## config.mk

```make
export PLATFORM = sky130hd
export DESIGN_NAME = servo_ramp_positioner_core
export DESIGN_NICKNAME = d
export VERILOG_FILES = /design/src/sv/srp_pkg.sv /design/src/sv/servo_ramp_positioner_core.sv /design/src/sv/srp_divider.sv /design/src/sv/srp_datapath.sv /design/src/sv/srp_ctrl.sv
export SDC_FILE = /design/constraint.sdc
export NUM_CORES = 1
export LEC_CHECK = 0
export BUFFER_PORTS_ARGS = -buffer_cell sky130_fd_sc_hd__buf_2
export CELL_PAD_IN_SITES_DETAIL_PLACEMENT = 2
export CELL_PAD_IN_SITES_GLOBAL_PLACEMENT = 2
export CORE_UTILIZATION = 37
export CTS_CLUSTER_SIZE = 20
export DETAILED_ROUTE_END_ITERATION = 6
export GPL_TIMING_DRIVEN = 1
export PLACE_DENSITY = 0.9
export SYNTH_ARGS = -nofsm -noshare
export SYNTH_HDL_FRONTEND = slang
export SYNTH_SLANG_ARGS = --single-unit
```

## constraint.sdc

```tcl
create_clock -name i_clk -period 11.1 [get_ports i_clk]
set_clock_uncertainty 0.1 [all_clocks]
set_input_delay 0.555 -clock i_clk [delete_from_list [all_inputs] [get_ports i_clk]]
set_output_delay 0.555 -clock i_clk [all_outputs]
set_load 0.005 [all_outputs]
```

## src/sv/srp_pkg.sv

```systemverilog
// Shared constants, codes and types for the servo ramp positioner.
// Used by the controller, datapath, divider and top level; depends on nothing.
package srp_pkg;

    localparam int PW_W       = 12;
    localparam int DELAY_W    = 16;
    localparam int MARGIN_W   = 7;
    localparam int ANGLE_W    = 8;
    localparam int MODE_W     = 2;
    localparam int CFG_IDX_W  = 3;
    localparam int CFG_DATA_W = 16;

    // Shared divider: magnitude dividend, 12-bit divisor, two quotient bits per cycle
    localparam int PROD_W    = 28;
    localparam int DIVR_W    = 12;
    localparam int DIV_STEPS = PROD_W / 2;
    localparam int DIV_CNT_W = $clog2(DIV_STEPS);

    localparam logic [PW_W-1:0]     RST_MIN_PULSE = 12'd544;
    localparam logic [PW_W-1:0]     RST_MAX_PULSE = 12'd2400;
    localparam logic [PW_W-1:0]     RST_MID_PULSE = 12'd1472;
    localparam logic [DELAY_W-1:0]  RST_MIN_DELAY = 16'd1000;
    localparam logic [DELAY_W-1:0]  RST_MAX_DELAY = 16'd5000;
    localparam logic [MARGIN_W-1:0] RST_MARGIN    = 7'd0;
    localparam logic [MARGIN_W-1:0] MARGIN_MAX    = 7'd89;
    localparam logic signed [ANGLE_W-1:0] HALF_SPAN = 8'sd90;
    localparam logic [ANGLE_W-1:0]  FULL_SPAN     = 8'd180;

    localparam logic [MODE_W-1:0] MODE_TICK = 2'd0;
    localparam logic [MODE_W-1:0] MODE_RAMP = 2'd1;
    localparam logic [MODE_W-1:0] MODE_JUMP = 2'd2;

    localparam logic [CFG_IDX_W-1:0] CFG_MIN_PULSE = 3'd0;
    localparam logic [CFG_IDX_W-1:0] CFG_MAX_PULSE = 3'd1;
    localparam logic [CFG_IDX_W-1:0] CFG_MIN_DELAY = 3'd2;
    localparam logic [CFG_IDX_W-1:0] CFG_MAX_DELAY = 3'd3;
    localparam logic [CFG_IDX_W-1:0] CFG_MARGIN    = 3'd4;

    typedef enum logic [3:0] {
        OP_NONE,
        OP_LOAD,
        OP_TICK,
        OP_DMUL,
        OP_AMUL,
        OP_BMUL,
        OP_DIV_GO,
        OP_DFIN,
        OP_AFIN,
        OP_BFIN,
        OP_OUT
    } t_op;

    typedef enum logic [3:0] {
        S_IDLE,
        S_DECODE,
        S_DMUL,
        S_DGO,
        S_DWAIT,
        S_AGO,
        S_AWAIT,
        S_BMUL,
        S_BGO,
        S_BWAIT,
        S_OUT
    } t_state;

    typedef struct packed {
        t_op op;
    } t_dp_cmd;

    typedef struct packed {
        logic [MODE_W-1:0] mode;
        logic              step_now;
        logic              div_done;
        logic              out_free;
    } t_dp_stat;

endpackage

```

## src/sv/servo_ramp_positioner_core.sv

```systemverilog
// Top level of the servo pulse-width ramp positioner.
// Depends on srp_pkg, srp_ctrl, srp_datapath (which holds srp_divider).
//
// Usage:
//   Input channel (i_valid / o_stall, i_mode, i_target_angle): one beat per item.
//   Mode tick counts one microsecond of ramp time, ramp sets a new target
//   from an angle, jump sets the width at once. Output channel
//   (o_valid / i_stall) returns exactly one result beat per input beat,
//   in order: pulse width, changed flag, moving flag and width mapped back to
//   degrees.
//   A tick that takes no step and the unused mode run one division, the back
//   map; a tick that steps and a ramp or jump run two. Each division runs on
//   one shared restoring divider at two quotient bits per cycle, and the
//   block takes a new beat only after the last one is done.
//   The result sits in an output register, so a stalled receiver does not
//   hold the input side: the next beat is taken and worked on, and the block
//   holds in its final step only if the previous result is still unread.
//   Reset (synchronous, active low) restores the register defaults, sets the
//   width, ramp start and target to the midpoint 1472 us and clears the wait.
//   Write config (i_cfg_we, i_cfg_index, i_cfg_data) only while idle.
module servo_ramp_positioner_core (
    input  logic                                i_clk,
    input  logic                                i_rst_n,
    input  logic                                i_valid,
    output logic                                o_stall,
    input  logic [srp_pkg::MODE_W-1:0]          i_mode,
    input  logic signed [srp_pkg::ANGLE_W-1:0]  i_target_angle,
    output logic                                o_valid,
    input  logic                                i_stall,
    output logic [srp_pkg::PW_W-1:0]            o_pulse_us,
    output logic                                o_pulse_changed,
    output logic                                o_moving,
    output logic signed [srp_pkg::ANGLE_W-1:0]  o_current_angle,
    input  logic                                i_cfg_we,
    input  logic [srp_pkg::CFG_IDX_W-1:0]       i_cfg_index,
    input  logic [srp_pkg::CFG_DATA_W-1:0]      i_cfg_data
);
    import srp_pkg::*;

    t_dp_cmd  dp_cmd;
    t_dp_stat dp_stat;

    // Sequence each beat: capture, tick or angle map, delay reload, back map.
    srp_ctrl u_ctrl (
        .i_clk   (i_clk),
        .i_rst_n (i_rst_n),
        .i_valid (i_valid),
        .o_stall (o_stall),
        .i_stat  (dp_stat),
        .o_cmd   (dp_cmd)
    );

    // Hold config and servo state, do the multiply/divide work, drive results.
    srp_datapath u_dp (
        .i_clk           (i_clk),
        .i_rst_n         (i_rst_n),
        .i_cmd           (dp_cmd),
        .o_stat          (dp_stat),
        .i_cfg_we        (i_cfg_we),
        .i_cfg_index     (i_cfg_index),
        .i_cfg_data      (i_cfg_data),
        .i_mode          (i_mode),
        .i_target_angle  (i_target_angle),
        .i_stall         (i_stall),
        .o_valid         (o_valid),
        .o_pulse_us      (o_pulse_us),
        .o_pulse_changed (o_pulse_changed),
        .o_moving        (o_moving),
        .o_current_angle (o_current_angle)
    );

endmodule

```

## src/sv/srp_divider.sv

```systemverilog
// Shared restoring divider: unsigned 28-bit dividend by 12-bit divisor, two bits a cycle.
// Depends on srp_pkg.
module srp_divider (
    input  logic                        i_clk,
    input  logic                        i_rst_n,
    input  logic                        i_start,
    input  logic [srp_pkg::PROD_W-1:0]  i_dividend,
    input  logic [srp_pkg::DIVR_W-1:0]  i_divisor,
    output logic                        o_done,
    output logic [srp_pkg::PROD_W-1:0]  o_quotient
);
    import srp_pkg::*;

    logic                 r_busy;
    logic                 r_done;
    logic [DIV_CNT_W-1:0] r_cnt;
    logic [DIVR_W-1:0]    r_rem;
    logic [PROD_W-1:0]    r_quo;
    logic [DIVR_W+PROD_W-1:0] n_step1;
    logic [DIVR_W+PROD_W-1:0] n_step2;

    function automatic logic [DIVR_W+PROD_W-1:0] div_step(
        input logic [DIVR_W-1:0] rem,
        input logic [PROD_W-1:0] quo,
        input logic [DIVR_W-1:0] dvs
    );
        logic [DIVR_W:0] trial;
        logic [DIVR_W:0] diff;
        trial = {rem, quo[PROD_W-1]};
        diff  = trial - {1'b0, dvs};
        if (trial >= {1'b0, dvs}) begin
            return {diff[DIVR_W-1:0], quo[PROD_W-2:0], 1'b1};
        end else begin
            return {trial[DIVR_W-1:0], quo[PROD_W-2:0], 1'b0};
        end
    endfunction

    always_comb begin
        n_step1 = div_step(r_rem, r_quo, i_divisor);
        n_step2 = div_step(n_step1[DIVR_W+PROD_W-1:PROD_W], n_step1[PROD_W-1:0], i_divisor);
    end

    always_ff @(posedge i_clk) begin
        if (!i_rst_n) begin
            r_busy <= 1'b0;
            r_done <= 1'b0;
            r_cnt  <= '0;
        end else begin
            r_done <= 1'b0;
            if (i_start) begin
                r_busy <= 1'b1;
                r_cnt  <= '0;
            end else if (r_busy) begin
                r_cnt <= r_cnt + 1'b1;
                if (r_cnt == DIV_CNT_W'(DIV_STEPS - 1)) begin
                    r_busy <= 1'b0;
                    r_done <= 1'b1;
                end
            end
        end
    end

    always_ff @(posedge i_clk) begin
        if (i_start) begin
            r_rem <= '0;
            r_quo <= i_dividend;
        end else if (r_busy) begin
            r_rem <= n_step2[DIVR_W+PROD_W-1:PROD_W];
            r_quo <= n_step2[PROD_W-1:0];
        end
    end

    assign o_done     = r_done;
    assign o_quotient = r_quo;

endmodule

```

## src/sv/srp_datapath.sv

```systemverilog
// Datapath: config registers, servo state, shared multiplier, divider and output register.
// Depends on srp_pkg and srp_divider; driven by srp_ctrl through t_dp_cmd.
module srp_datapath (
    input  logic                                i_clk,
    input  logic                                i_rst_n,
    input  srp_pkg::t_dp_cmd                    i_cmd,
    output srp_pkg::t_dp_stat                   o_stat,
    input  logic                                i_cfg_we,
    input  logic [srp_pkg::CFG_IDX_W-1:0]       i_cfg_index,
    input  logic [srp_pkg::CFG_DATA_W-1:0]      i_cfg_data,
    input  logic [srp_pkg::MODE_W-1:0]          i_mode,
    input  logic signed [srp_pkg::ANGLE_W-1:0]  i_target_angle,
    input  logic                                i_stall,
    output logic                                o_valid,
    output logic [srp_pkg::PW_W-1:0]            o_pulse_us,
    output logic                                o_pulse_changed,
    output logic                                o_moving,
    output logic signed [srp_pkg::ANGLE_W-1:0]  o_current_angle
);
    import srp_pkg::*;

    // configuration
    logic [PW_W-1:0]     r_min_pulse;
    logic [PW_W-1:0]     r_max_pulse;
    logic [DELAY_W-1:0]  r_min_delay;
    logic [DELAY_W-1:0]  r_max_delay;
    logic [MARGIN_W-1:0] r_margin;

    // servo state
    logic [PW_W-1:0]     r_pw;
    logic [PW_W-1:0]     r_start;
    logic [PW_W-1:0]     r_target;
    logic [DELAY_W-1:0]  r_wait;

    // captured beat
    logic [MODE_W-1:0]         r_mode;
    logic signed [ANGLE_W-1:0] r_angle;
    logic [PW_W-1:0]           r_old_pw;

    // arithmetic
    logic [PROD_W-1:0]         r_prod;
    logic                      r_neg;
    logic [DIVR_W-1:0]         r_divisor;
    logic                      r_den_zero;
    logic signed [ANGLE_W-1:0] r_cur_angle;

    // output register
    logic                      r_out_valid;
    logic [PW_W-1:0]           r_out_pw;
    logic                      r_out_changed;
    logic                      r_out_moving;
    logic signed [ANGLE_W-1:0] r_out_angle;

    logic [MARGIN_W-1:0]       m_eff;
    logic signed [ANGLE_W-1:0] ang_lo;
    logic signed [ANGLE_W-1:0] ang_hi;
    logic [ANGLE_W-1:0]        ang_span;
    logic signed [ANGLE_W-1:0] ang_clamp;
    logic [ANGLE_W-1:0]        ang_off;
    logic signed [PW_W:0]      d_pulse;
    logic signed [PW_W:0]      d_ps;
    logic signed [PW_W:0]      d_ts;
    logic signed [PW_W:0]      d_pwmax;
    logic signed [DELAY_W:0]   d_delay;
    logic [DELAY_W-1:0]        wait_dec;
    logic                      step_now;
    logic [DELAY_W-1:0]        mul_a;
    logic [PW_W-1:0]           mul_b;
    logic [PROD_W-1:0]         prod;
    logic                      n_neg;
    logic [DIVR_W-1:0]         n_divisor;
    logic                      n_den_zero;
    logic [PROD_W-1:0]         quo;
    logic                      div_done;
    logic signed [PROD_W+1:0]  q_s;
    logic signed [PROD_W+1:0]  d_sum;
    logic signed [PROD_W+1:0]  a_sum;
    logic [DELAY_W-1:0]        n_wait;
    logic [PW_W-1:0]           w_new;
    logic signed [ANGLE_W-1:0] n_angle;

    function automatic logic [PW_W-1:0] abs13(input logic signed [PW_W:0] x);
        return x[PW_W] ? PW_W'(-x) : x[PW_W-1:0];
    endfunction

    function automatic logic [DELAY_W-1:0] abs17(input logic signed [DELAY_W:0] x);
        return x[DELAY_W] ? DELAY_W'(-x) : x[DELAY_W-1:0];
    endfunction

    // angle span after trimming
    always_comb begin
        m_eff     = (r_margin > MARGIN_MAX) ? MARGIN_MAX : r_margin;
        ang_lo    = $signed({1'b0, m_eff}) - HALF_SPAN;
        ang_hi    = HALF_SPAN - $signed({1'b0, m_eff});
        ang_span  = FULL_SPAN - {m_eff, 1'b0};
        if (r_angle < ang_lo) begin
            ang_clamp = ang_lo;
        end else if (r_angle > ang_hi) begin
            ang_clamp = ang_hi;
        end else begin
            ang_clamp = r_angle;
        end
        ang_off   = ang_clamp - ang_lo;
    end

    always_comb begin
        d_pulse  = $signed({1'b0, r_min_pulse}) - $signed({1'b0, r_max_pulse});
        d_ps     = $signed({1'b0, r_pw}) - $signed({1'b0, r_start});
        d_ts     = $signed({1'b0, r_target}) - $signed({1'b0, r_start});
        d_pwmax  = $signed({1'b0, r_pw}) - $signed({1'b0, r_max_pulse});
        d_delay  = $signed({1'b0, r_max_delay}) - $signed({1'b0, r_min_delay});
        wait_dec = (r_wait != '0) ? r_wait - 1'b1 : r_wait;
        step_now = (wait_dec == '0) && (r_pw != r_target);
    end

    // shared multiplier operand selection
    always_comb begin
        mul_a      = '0;
        mul_b      = '0;
        n_neg      = 1'b0;
        n_divisor  = '0;
        n_den_zero = 1'b0;
        case (i_cmd.op)
            OP_DMUL: begin
                mul_a      = abs17(d_delay);
                mul_b      = abs13(d_ps);
                n_neg      = d_delay[DELAY_W] ^ d_ps[PW_W] ^ d_ts[PW_W];
                n_divisor  = abs13(d_ts);
                n_den_zero = (d_ts == '0);
            end
            OP_AMUL: begin
                mul_a      = {{(DELAY_W-ANGLE_W){1'b0}}, ang_off};
                mul_b      = abs13(d_pulse);
                n_neg      = d_pulse[PW_W];
                n_divisor  = {{(DIVR_W-ANGLE_W){1'b0}}, ang_span};
            end
            OP_BMUL: begin
                mul_a      = {{(DELAY_W-PW_W){1'b0}}, abs13(d_pwmax)};
                mul_b      = {{(PW_W-ANGLE_W){1'b0}}, ang_span};
                n_neg      = d_pwmax[PW_W] ^ d_pulse[PW_W];
                n_divisor  = abs13(d_pulse);
                n_den_zero = (d_pulse == '0);
            end
            default: begin
            end
        endcase
        prod = mul_a * mul_b;
    end

    srp_divider u_div (
        .i_clk      (i_clk),
        .i_rst_n    (i_rst_n),
        .i_start    (i_cmd.op == OP_DIV_GO),
        .i_dividend (r_prod),
        .i_divisor  (r_divisor),
        .o_done     (div_done),
        .o_quotient (quo)
    );

    // signed quotient and finishing arithmetic
    always_comb begin
        q_s   = r_neg ? -$signed({2'b00, quo}) : $signed({2'b00, quo});
        d_sum = $signed({{(PROD_W+2-DELAY_W){1'b0}}, r_min_delay}) + q_s;
        a_sum = $signed({{(PROD_W+2-ANGLE_W){ang_lo[ANGLE_W-1]}}, ang_lo}) + q_s;
        w_new = r_max_pulse + q_s[PW_W-1:0];
        if (r_den_zero) begin
            n_wait = r_max_delay;
        end else if (d_sum < 0) begin
            n_wait = '0;
        end else if (d_sum > $signed((PROD_W+2)'(65535))) begin
            n_wait = '1;
        end else begin
            n_wait = d_sum[DELAY_W-1:0];
        end
        if (r_den_zero) begin
            n_angle = '0;
        end else if (a_sum < -$signed((PROD_W+2)'(90))) begin
            n_angle = -HALF_SPAN;
        end else if (a_sum > $signed((PROD_W+2)'(90))) begin
            n_angle = HALF_SPAN;
        end else begin
            n_angle = a_sum[ANGLE_W-1:0];
        end
    end

    // configuration and servo state
    always_ff @(posedge i_clk) begin
        if (!i_rst_n) begin
            r_min_pulse <= RST_MIN_PULSE;
            r_max_pulse <= RST_MAX_PULSE;
            r_min_delay <= RST_MIN_DELAY;
            r_max_delay <= RST_MAX_DELAY;
            r_margin    <= RST_MARGIN;
            r_pw        <= RST_MID_PULSE;
            r_start     <= RST_MID_PULSE;
            r_target    <= RST_MID_PULSE;
            r_wait      <= '0;
            r_out_valid <= 1'b0;
        end else begin
            if (i_cfg_we) begin
                case (i_cfg_index)
                    CFG_MIN_PULSE: r_min_pulse <= i_cfg_data[PW_W-1:0];
                    CFG_MAX_PULSE: r_max_pulse <= i_cfg_data[PW_W-1:0];
                    CFG_MIN_DELAY: r_min_delay <= i_cfg_data[DELAY_W-1:0];
                    CFG_MAX_DELAY: r_max_delay <= i_cfg_data[DELAY_W-1:0];
                    CFG_MARGIN:    r_margin    <= i_cfg_data[MARGIN_W-1:0];
                    default: begin
                    end
                endcase
            end
            case (i_cmd.op)
                OP_TICK: begin
                    r_wait <= wait_dec;
                    if (step_now) begin
                        r_pw <= (r_target > r_pw) ? r_pw + 1'b1 : r_pw - 1'b1;
                    end
                end
                OP_DFIN: r_wait <= n_wait;
                OP_AFIN: begin
                    if (r_mode == MODE_JUMP) begin
                        r_pw     <= w_new;
                        r_start  <= w_new;
                        r_target <= w_new;
                    end else begin
                        r_start  <= r_pw;
                        r_target <= w_new;
                    end
                end
                default: begin
                end
            endcase
            if (i_cmd.op == OP_OUT) begin
                r_out_valid <= 1'b1;
            end else if (!i_stall) begin
                r_out_valid <= 1'b0;
            end
        end
    end

    // payload registers
    always_ff @(posedge i_clk) begin
        if (i_cmd.op == OP_LOAD) begin
            r_mode   <= i_mode;
            r_angle  <= i_target_angle;
            r_old_pw <= r_pw;
        end
        if (i_cmd.op == OP_DMUL || i_cmd.op == OP_AMUL || i_cmd.op == OP_BMUL) begin
            r_prod     <= prod;
            r_neg      <= n_neg;
            r_divisor  <= n_divisor;
            r_den_zero <= n_den_zero;
        end
        if (i_cmd.op == OP_BFIN) begin
            r_cur_angle <= n_angle;
        end
        if (i_cmd.op == OP_OUT) begin
            r_out_pw      <= r_pw;
            r_out_changed <= (r_pw != r_old_pw);
            r_out_moving  <= (r_pw != r_target);
            r_out_angle   <= r_cur_angle;
        end
    end

    assign o_stat.mode     = r_mode;
    assign o_stat.step_now = step_now;
    assign o_stat.div_done = div_done;
    assign o_stat.out_free = !r_out_valid || !i_stall;

    assign o_valid         = r_out_valid;
    assign o_pulse_us      = r_out_pw;
    assign o_pulse_changed = r_out_changed;
    assign o_moving        = r_out_moving;
    assign o_current_angle = r_out_angle;

endmodule

```

## src/sv/srp_ctrl.sv

```systemverilog
// Controller state machine: sequences load, tick, multiply, divide and output steps.
// Depends on srp_pkg; talks to srp_datapath through t_dp_cmd and t_dp_stat.
module srp_ctrl (
    input  logic              i_clk,
    input  logic              i_rst_n,
    input  logic              i_valid,
    output logic              o_stall,
    input  srp_pkg::t_dp_stat i_stat,
    output srp_pkg::t_dp_cmd  o_cmd
);
    import srp_pkg::*;

    t_state r_state;
    t_state n_state;

    always_ff @(posedge i_clk) begin
        if (!i_rst_n) begin
            r_state <= S_IDLE;
        end else begin
            r_state <= n_state;
        end
    end

    // next state
    always_comb begin
        n_state = r_state;
        unique case (r_state)
            S_IDLE: begin
                if (i_valid) begin
                    n_state = S_DECODE;
                end
            end
            S_DECODE: begin
                case (i_stat.mode) inside
                    MODE_TICK:             n_state = i_stat.step_now ? S_DMUL : S_BMUL;
                    MODE_RAMP, MODE_JUMP:  n_state = S_AGO;
                    default:               n_state = S_BMUL;
                endcase
            end
            S_DMUL:  n_state = S_DGO;
            S_DGO:   n_state = S_DWAIT;
            S_DWAIT: begin
                if (i_stat.div_done) begin
                    n_state = S_BMUL;
                end
            end
            S_AGO:   n_state = S_AWAIT;
            S_AWAIT: begin
                if (i_stat.div_done) begin
                    n_state = S_BMUL;
                end
            end
            S_BMUL:  n_state = S_BGO;
            S_BGO:   n_state = S_BWAIT;
            S_BWAIT: begin
                if (i_stat.div_done) begin
                    n_state = S_OUT;
                end
            end
            S_OUT: begin
                if (i_stat.out_free) begin
                    n_state = S_IDLE;
                end
            end
            default: n_state = S_IDLE;
        endcase
    end

    // commands
    always_comb begin
        o_cmd.op = OP_NONE;
        o_stall  = 1'b1;
        unique case (r_state)
            S_IDLE: begin
                o_stall = 1'b0;
                if (i_valid) begin
                    o_cmd.op = OP_LOAD;
                end
            end
            S_DECODE: begin
                case (i_stat.mode) inside
                    MODE_TICK:            o_cmd.op = OP_TICK;
                    MODE_RAMP, MODE_JUMP: o_cmd.op = OP_AMUL;
                    default:              o_cmd.op = OP_NONE;
                endcase
            end
            S_DMUL:  o_cmd.op = OP_DMUL;
            S_DGO:   o_cmd.op = OP_DIV_GO;
            S_DWAIT: o_cmd.op = i_stat.div_done ? OP_DFIN : OP_NONE;
            S_AGO:   o_cmd.op = OP_DIV_GO;
            S_AWAIT: o_cmd.op = i_stat.div_done ? OP_AFIN : OP_NONE;
            S_BMUL:  o_cmd.op = OP_BMUL;
            S_BGO:   o_cmd.op = OP_DIV_GO;
            S_BWAIT: o_cmd.op = i_stat.div_done ? OP_BFIN : OP_NONE;
            S_OUT:   o_cmd.op = i_stat.out_free ? OP_OUT : OP_NONE;
            default: o_cmd.op = OP_NONE;
        endcase
    end

endmodule
```

# Yosys cells after proc, flatten, opt, wreduce, memory -nomap -nowiden
# Index checks and enable logic that the tools add are counted.
[classes] addsub=24 n_mul=1 n_eq_ne=35 muxes=52 n_bitwise=5 order_cmp=10 n_reduce_logical=30
[ops] cell="$mux 12" n=7
[ops] cell="$mux 16" n=5
[ops] cell="$mux 40" n=2
[ops] cell="$pmux 12 s3" n=2
[ops] cell="$mux 28" n=2
[ops] cell="$sub 12x12->13" n=4
[ops] cell="$neg 12->12" n=4
[ops] cell="$pmux 16 s3" n=1
[ops] cell="$pmux 4 s10" n=1
[ops] cell="$mux 4" n=9
[ops] cell="$pmux 4 s9" n=1
[ops] cell="$eq 4x3->1 const B" n=8
[ops] cell="$mux 8" n=4
[ops] cell="$pmux 16 s2" n=1
[ops] cell="$add 17x30->30" n=1
[ops] cell="$add 8x30->30" n=1
[ops] cell="$gt 30x17->1 const B" n=1
[ops] cell="$gt 30x8->1 const B" n=1
[ops] cell="$lt 30x1->1 const B" n=1
[ops] cell="$lt 30x8->1 const B" n=1
[ops] cell="$mux 30" n=1
[ops] cell="$neg 28->30" n=1
[ops] cell="$eq 4x4->1 const B" n=7
[ops] cell="$mul 16x12->28" n=1
[ops] cell="other kinds (50)" n=90
[totals] output_inout_bits=24 input_bits=34 regBits=260 wordCells=187

# Longest topological paths before layout
# Gate-level depths: netlist of the first run.
[logic_depth] word_depth=9 ltp_mapped=51 depth_no_buf=51

# By module
# Synthesis of the first run repeated with hierarchy kept, for this count alone.
[hier_totals] cells_unflattened=3489 hier_area_um2=28937.8
[by_module_without_submodules] module="srp_datapath" area_per_inst_um2=24881.4 cells_each=3061 seq_area_each_um2=5144.9 n_inst=1
[by_module_without_submodules] module="srp_divider" area_per_inst_um2=3524.6 cells_each=358 seq_area_each_um2=1201.2 n_inst=1
[by_module_without_submodules] module="srp_ctrl" area_per_inst_um2=531.8 cells_each=70 seq_area_each_um2=80.1 n_inst=1

# Least setup slack after synthesis of the first run
# No wires, ideal clock.
[synth_path] path_kind="register -> register" startpoint="reg u_dp.r_margin[2]" endpoint="reg u_dp.r_prod[24] (data pin)" required_ps=10742 setup_ps=258 path_stages_with_launch=48 path_buffers=2 slack_ps=533 arrival_ps=10210 synth_period_minus_slack_ps=10567 cell_sequence="dfxtp_1 o211a_1 o21ai_1 nand2_1 inv_1 ha_1 nor2b_1 nor2_1 o311a_1 inv_1 ha_1 nor3b_1 nor2_1 mux2_2 o21ai_0 clkbuf_1 nor2_1 a21oi_1 [... 12 more ...] o21ai_0 fa_1 fa_1 inv_1 fa_1 fa_1 inv_1 fa_1 inv_1 ha_1 or2_2 a21oi_1 a21oi_1 a211oi_1 o311ai_0 a21o_1 a21oi_1 xnor2_1"
[synth_between] elab_chain_len=9 elab_cells_between_ends=13 cone_classes="add/sub (4); mul (1); order compare (3); mux (5)"
[synth_rtl] element="from (decl)" line_no="srp_datapath.sv:27" rtl="logic [MARGIN_W-1:0] r_margin;"
[synth_rtl] element="from (signal assigned)" line_no="srp_datapath.sv:206" rtl="CFG_MARGIN: r_margin <= i_cfg_data[MARGIN_W-1:0];"
[synth_rtl] element="$gt 7x7->1" line_no="srp_datapath.sv:92" rtl="m_eff = (r_margin > MARGIN_MAX) ? MARGIN_MAX : r_margin;"
[synth_rtl] element="$mux 7 *" line_no="srp_datapath.sv:92"
[synth_rtl] element="$sub 7x7->8" line_no="srp_datapath.sv:94" rtl="ang_hi = HALF_SPAN - $signed({1'b0, m_eff});"
[synth_rtl] element="$gt 8x8->1" line_no="srp_datapath.sv:98" rtl="end else if (r_angle > ang_hi) begin"
[synth_rtl] element="$mux 8" line_no="srp_datapath.sv:98"
[synth_rtl] element="$mux 8" line_no="srp_datapath.sv:96" rtl="if (r_angle < ang_lo) begin"
[synth_rtl] element="$sub 8x8->8" line_no="srp_datapath.sv:103" rtl="ang_off = ang_clamp - ang_lo;"
[synth_rtl] element="$pmux 16 s3" line_no="srp_datapath.sv:123" rtl="case (i_cmd.op)"
[synth_rtl] element="$mul 16x12->28 *" line_no="srp_datapath.sv:147" rtl="prod = mul_a * mul_b;"
[synth_rtl] element="named net u_dp.prod[24]" line_no="srp_datapath.sv:69" rtl="logic [PROD_W-1:0] prod;"
[synth_rtl] element="to (signal assigned)" line_no="srp_datapath.sv:248" rtl="r_prod <= prod;"
[synth_rtl] element="to (decl)" line_no="srp_datapath.sv:41" rtl="logic [PROD_W-1:0] r_prod;"
# The timed path passes the listed nets; every way through them passes the cells marked *.
# A chain may end at the register's enable or synchronous reset.

# Worst setup path in the final report of the first run
[layout_path] startpoint="reg u_dp.r_margin[1]" endpoint="reg u_dp.r_prod[27] (data pin)"
# The elaborated chain is that of the path after synthesis.

==> results.py, run 1 <==
metrics = {
    "status": {
        "status": "finished with violations",
        "violations": "negative setup slack",
    },
    "pwr": {
        "p_per_area_nw_per_um2": 264.2,
        "p_total_w": 0.008370,
        "clkPwrFrac_pct": 14.6,
        "combPwrFrac_pct": 67.3,
        "ir_worst_vdd_mv": 0.1696,
        "p_int_w": 0.003903,
        "switching_share_pct": 53.36,
        "p_switching_w": 0.004466,
        "leakage_nw": 13.64,
        "seq_power_share_pct": 18.1,
    },
    "floorplan": {
        "placement_rows": 101,
        "pin_count": 58,
        "die_y_um": 279,
        "die-area_um2": 77840,
        "die_x_um": 279,
        "start_util_pct": 37.38,
        "core_um2": 75950,
    },
    "yosys": {
        "synth_fp_nets": 3883,
        "netlist.area_leader.share_pct": 12.90,
        "yosysWarnings": 0,
        "synth_edf_count": 122,
        "syn_avg_cell_area_um2": 8.279,
        "synthCells": 3429,
        "synth-async-reset-ratio_pct": 0,
        "synth_area_leader_cell": "edfxtp_1",
        "synthTopCellsByCount": "nand2_1 (438), inv_1 (368), ha_1 (268), nor2_1 (217), o21ai_0 (178)",
        "yosysMostFrequentCell": "nand2_1",
        "syn_area_um2": 28390,
        "ys_seq_area_share_pct": 22.64,
        "synth-seq-cells": 260,
        "ys_types": 88,
        "synth.area.top_cells": "edfxtp_1 (13%), ha_1 (12%), fa_1 (11%), dfxtp_1 (9.7%), nand2_1 (5.8%)",
        "ys.flop_type": "dfxtp_1",
    },
    "route": {
        "drt-total-wl_mm": 148.7,
        "num_vias": 29760,
        "dr.pass1.iters": 6,
        "drtIter0Drc": 2745,
        "avgRoutedWirePerCell_um": 32.66,
        "drc_errors": 0,
        "postRouteAntennaNets": 0,
        "vias_per_cell": 6.537,
    },
    "timing": {
        "finalSetupTns_ns": -0.6910,
        "maxSlewViolCount": 0,
        "setup_ws_ns": -0.2002,
        "maxSlewHeadroom_pct": 10.12,
        "hold_ws_ns": 0.02116,
        "period_share_pct": 101.8,
        "layout_min_cycle_time_ns": 11.30,
        "timing.fmax_ghz": 0.08849,
        "worst-slew-pin-transition_ns": 1.348,
        "finalHoldViolations": 0,
        "setup_viol": 6,
    },
    "finish": {
        "nets": 3947,
        "final.fill_count": 8374,
        "synthToLayoutAreaGrowth_pct": 11.57,
        "finish.utilization_pct": 41.70,
        "drive_gt1_share_pct": 9.489,
    },
    "global_routing": {
        "grt_overflow_total": 0,
        "grtUsageTotal_pct": 37.11,
        "antenna_found_initial": 14,
        "grt_pass1_vias": 33020,
        "grt_pass1_wl_mm": 217.8,
        "grt_max_degree": 66,
    },
    "worst_setup_path": {
        "cp_slowest_cell": "o311ai_0",
        "critPathBufInv": 9,
        "cp_common_cell": "buf_4",
        "path_class": "register to register",
        "crit_path_start_kind": "register",
        "crit_path_max_incr_delay_ns": 0.70,
        "worstPathRequired_ns": 11.33,
        "crit_arrival_ns": 11.53,
        "crit_family": "compound AO/OA/AOI/OAI gates",
        "end_kind": "register",
        "critPathMaxFanout": 8,
    },
    "clocking": {
        "htree_levels": 2,
        "clockBufferDepth": 3,
        "cts_tree": "built",
        "clk_latency_ns": 0.61,
        "clock-sinks": 260,
        "clock-root-buffer": "clkbuf_16",
        "cts-buffers-inserted": 35,
        "ctsHoldBuffers": 0,
        "cts.clk_slew.worst_paths_ns": 0.07,
    },
    "placed_design": {
        "portBuffers": 57,
        "dp_hpwl_mm": 98.65,
        "gp_congestion": 0.9224,
    },
    "min_path": {
        "hold_class": "primary input to register",
    },
    "run": {
        "maxCapViolCount": 0,
    },
}
registers in the layout, summed over array words and instances (netlist names), 4 cells and up:
register and count:
u_dp.r_angle 8, u_dp.r_min_pulse 12, u_dp.u_div.r_rem 12, u_dp.r_max_delay 16, u_dp.r_pw 12, u_dp.r_cur_angle 8, u_dp.o_current_angle 8, u_dp.r_target 12
u_dp.r_max_pulse 12, u_dp.r_wait 16, u_dp.r_prod 28, u_dp.o_pulse_us 12, u_dp.r_divisor 12, u_dp.u_div.r_cnt 4, u_dp.r_start 12, u_dp.r_min_delay 16
u_dp.r_old_pw 12, u_ctrl.r_state 4, u_dp.u_div.o_quotient 28, u_dp.r_margin 7
timing repair:
item	CTS	global route
pin swaps	4	21
setup endpoints to repair	17	16
resized for setup	32	36
setup buffers	9	20
cloned	1	0
placed cells by master (no fill, tap or decap), types with 12 or more instances in the layout:
master	n
fa_1	152
buf_4	102
dfxtp_1	138
a21o_1	49
or3_1	41
o211ai_1	31
mux2i_1	40
xnor2_1	144
o31ai_1	17
or4_1	15
nand2b_1	22
a21boi_0	57
nand2_1	436
o21a_1	44
nor2b_1	51
nor3_1	69
nor2_1	217
o31a_1	12
o21ai_0	166
nor4_1	29
or2_2	18
clkbuf_16	36
mux2_2	19
o21bai_1	27
a31oi_1	20
a21oi_1	153
edfxtp_1	122
nand3_1	84
xor2_1	94
nand4_1	29
buf_2	56
and2_1	61
and3_1	22
inv_1	365
o22ai_1	21
o41ai_1	16
ha_1	261
a211oi_1	32
cells by family (layout without fill, tap and decap cells):
| logic type | after synthesis | in the layout | share of synthesized area, % |
|---|---|---|---|
| and+or+nand+nor | 1146 | 1147 | 19.28 |
| AOI/OAI and AO/OA | 804 | 804 | 19.26 |
| buffers and inverters | 500 | 590 | 6.712 |
| adders and majority gates | 420 | 420 | 22.53 |
| DFF | 260 | 260 | 22.64 |
| xor gates and xnor gates | 239 | 239 | 7.373 |
| muxes | 60 | 60 | 2.217 |
| other | 0 | 3 | 0 |
metal layers:
layer  GRT usage (%)  share of wire, %  up-vias
li1                -                 -    12100
met1           40.69                35    14930
met2           61.23                46     1829
met3           8.619               8.6      884
met4           30.60                10       18
met5          0.3127              0.13        -
stage by stage:
stage,area (um2),setup slack [ns],std cells
CTS,31370,-0.01216,4530
finish,31670,-0.2002,4553
global placement,30020,0.1399,4456
floorplan,28390,0.5327,3429
global route,31670,-0.4108,4552
detailed placement,30020,-1.327,4456
worst paths after layout:
kind                                     startpoint                      end  slack [ns]  cells past startpoint
worst min register to register  u_dp.r_cur_angle[6]  u_dp.o_current_angle[6]        0.33                      0
worst min-delay path              i_target_angle[5]          u_dp.r_angle[5]        0.02                      1
worst max-delay path               u_dp.r_margin[1]          u_dp.r_prod[27]       -0.20                     45
worst max register to register     u_dp.r_margin[1]          u_dp.r_prod[27]       -0.20                     45
power by group through the flow:
| stage | Clock (W) | Combinational (W) | Sequential, W |
|---|---|---|---|
| floorplan | 0 | 0.00355 | 0.00139 |
| global placement | 0 | 0.00476 | 0.00147 |
| detailed placement | 0 | 0.00510 | 0.00151 |
| CTS | 0.00123 | 0.00540 | 0.00150 |
| global route | 0.00125 | 0.00597 | 0.00153 |
| finish | 0.00123 | 0.00563 | 0.00152 |
cell type report:
type,instances,area (um2),share of cell area [%]
multi-input cells,2670,20360,64.28
flip-flops and latches,260,6426,20.29
diodes,3,7.507,0.02370
inverters,368,1381,4.361
clock buffers,52,1011,3.192
repair buffers,158,1046,3.302
clock inverters,12,152.6,0.4819
well taps,1030,1289,4.069
Power figures use the tool's default switching activity.
==> run 2: changes to the inputs <==
- CORE_UTILIZATION: 37 -> 35
- PLACE_DENSITY: 0.9 -> 0.87
==> run 2 against run 1 <==
Effect of this change: the flow still finishes with violations (negative setup slack); global-route usage is 4.3 points lower; fmax up 1.4%; worst setup slack improved by 0.16 ns; critical path depth up 4; sequential share of layout area hardly changed; core utilization down 2.3 points; first-iteration DRC count is 14% lower; final cell count is 0.61% higher; critical endpoint is now u_dp.r_prod[24]; largest power group unchanged.
==> results.py, run 2 (synthesis results as in run 1) <==
metrics = {
    "floorplan": {
        "start_util_pct": 35.30,
        "core_um2": 80420,
        "pin_count": 58,
        "die_y_um": 286.8,
        "die_x_um": 286.8,
        "die-area_um2": 82260,
        "placement_rows": 104,
    },
    "clocking": {
        "htree_levels": 2,
        "clock-root-buffer": "clkbuf_16",
        "clock-sinks": 260,
        "clk_latency_ns": 0.60,
        "cts-buffers-inserted": 36,
        "clockBufferDepth": 3,
        "cts_tree": "built",
        "cts.clk_slew.worst_paths_ns": 0.07,
    },
    "route": {
        "dr_wl_met2_mm": 65.33,
        "vias_per_cell": 6.252,
        "dr.pass1.iters": 5,
        "wl_met3_mm": 11.12,
        "drc_errors": 0,
        "met1_length_mm": 52.32,
        "drtIter0Drc": 2366,
        "avgRoutedWirePerCell_um": 30.33,
        "drt-total-wl_mm": 138.9,
        "num_vias": 28640,
        "top_layer": "met5",
        "postRouteAntennaNets": 0,
    },
    "worst_setup_path": {
        "path_class": "register to register",
        "reg2reg_slack_ns": -0.04,
        "critPathBufInv": 9,
        "cp_common_cell": "fa_1",
        "crit_path_start_kind": "register",
        "rr_startpoint": "u_dp.r_margin[1]",
        "crit_arrival_ns": 11.37,
        "crit_path_max_incr_delay_ns": 0.56,
        "worstPathRequired_ns": 11.33,
        "crit_family": "compound AO/OA/AOI/OAI gates",
        "r2r-end": "u_dp.r_prod[24]",
        "end_kind": "register",
        "critPathMaxFanout": 11,
        "cp_slowest_cell": "fa_1",
        "reg2reg_depth": 49,
    },
    "status": {
        "violations": "negative setup slack",
        "status": "finished with violations",
    },
    "finish": {
        "synthToLayoutAreaGrowth_pct": 11.57,
        "mostFrequentLayoutCells": "nand2_1 (436), inv_1 (366), ha_1 (265)",
        "drive_gt1_share_pct": 9.548,
        "nets": 3945,
        "finish.utilization_pct": 39.39,
        "layout_commonest_cell": "nand2_1",
        "ff_latch_area_um2": 6427,
        "final.fill_count": 9003,
        "multi_input_area_um2": 20310,
    },
    "timing": {
        "layout_min_cycle_time_ns": 11.14,
        "setup_ws_ns": -0.03914,
        "finalHoldViolations": 0,
        "finalSetupTns_ns": -0.05534,
        "worst-slew-pin-transition_ns": 1.371,
        "setup_viol": 2,
        "timing.fmax_ghz": 0.08977,
        "period_share_pct": 100.4,
        "hold_ws_ns": 0.03893,
        "maxSlewViolCount": 0,
        "maxSlewHeadroom_pct": 8.232,
    },
    "pwr": {
        "leakage_nw": 13.65,
        "p_total_w": 0.008358,
        "p_per_area_nw_per_um2": 263.9,
        "ir_worst_vdd_mv": 0.1593,
    },
    "global_routing": {
        "grt_pass1_wl_mm": 204.8,
        "grt_overflow_total": 0,
        "antenna_found_initial": 4,
        "grtUsageTotal_pct": 32.76,
        "grt_pass1_vias": 32030,
        "grt_max_degree": 74,
    },
    "min_path": {
        "worstHoldPathCells": 1,
        "min-delay-start": "i_mode[0]",
        "hold_class": "primary input to register",
        "whs_endpoint": "u_dp.r_mode[0]",
    },
    "placed_design": {
        "dp_hpwl_mm": 95.96,
        "portBuffers": 57,
        "post-place-ws_ns": -1.099,
        "gp_congestion": 0.9056,
    },
    "run": {
        "maxCapViolCount": 0,
    },
}
[run 2: cell types whose count changed in the layout (fill, tap and decap cells not counted), moves of 4 or more]
cell | previous run | this run
buf_4 | 102 | 95
clkinv_2 | 2 | 9
clkbuf_1 | 11 | 7
ha_1 | 261 | 265
o21ai_0 | 166 | 170
o21ai_2 | 6 | 2
[run 2: timing repair]
item                       in CTS  in global routing
setup buffers                   4                 11
resized for setup              23                 31
hold buffers                    0                  0
pin swaps                       3                 17
setup endpoints to repair      15                 13
[run 2: metal layers]
layer / up-vias / track usage (%)
met1: 14470 / 37.62
met3: 615 / 7.563
met4: 6 / 21.06
met5: - / 0
met2: 1451 / 54.75
li1: 12100 / -
[run 2: worst max-delay path by stage]
stage / from / slack, ns / cells after the start / end
final: u_dp.r_margin[1] / -0.04 / 49 / u_dp.r_prod[24]
after global routing: u_dp.r_margin[1] / -0.32 / 49 / u_dp.r_prod[24]
after CTS: u_dp.r_margin[1] / 0.05 / 51 / u_dp.r_prod[24]
after detailed placement: u_dp.r_margin[1] / -1.10 / 47 / u_dp.r_prod[24]
after global placement: u_dp.r_margin[1] / 0.21 / 47 / u_dp.r_prod[24]
after floorplan: u_dp.r_margin[2] / 0.53 / 47 / u_dp.r_prod[24]
[run 2: cell type report]
class / instances / area share [%]
multi-input combinational: 2669 / 64.12
timing repair buffer: 156 / 3.350
inverter: 368 / 4.361
sequential: 260 / 20.29
clock buffer: 46 / 3.057
clock inverter: 20 / 0.6162
antenna: 2 / 0.01580
tap: 1060 / 4.187
[run 2: report_power, final]
| part | switching [W] | total [W] | internal [W] | leakage [nW] |
|---|---|---|---|---|
| registers | 0.000233 | 0.00151 | 0.00128 | 2.24 |
| logic | 0.00369 | 0.00563 | 0.00194 | 10.8 |
| clock network | 0.000543 | 0.00122 | 0.000674 | 0.572 |
[run 2: worst reg2reg max path, delay by kind of cell (launching register included)]
kind	cells	cell delay [ns]
AO/OA/AOI/OAI	18	3.55
adder cells (fa/ha/maj)	9	3.54
buffers and inverters	9	1.25
flip-flops	1	0.35
XOR/XNOR	1	0.08
AND/OR/NAND/NOR	10	1.64
multiplexers	2	0.38
[run 2: per-stage QoR]
step,std cells,cell area [um2]
finish,4581,31670
global route,4579,31670
CTS,4567,31430
detailed placement,4497,30160
global placement,4497,30160
floorplan,3429,28390
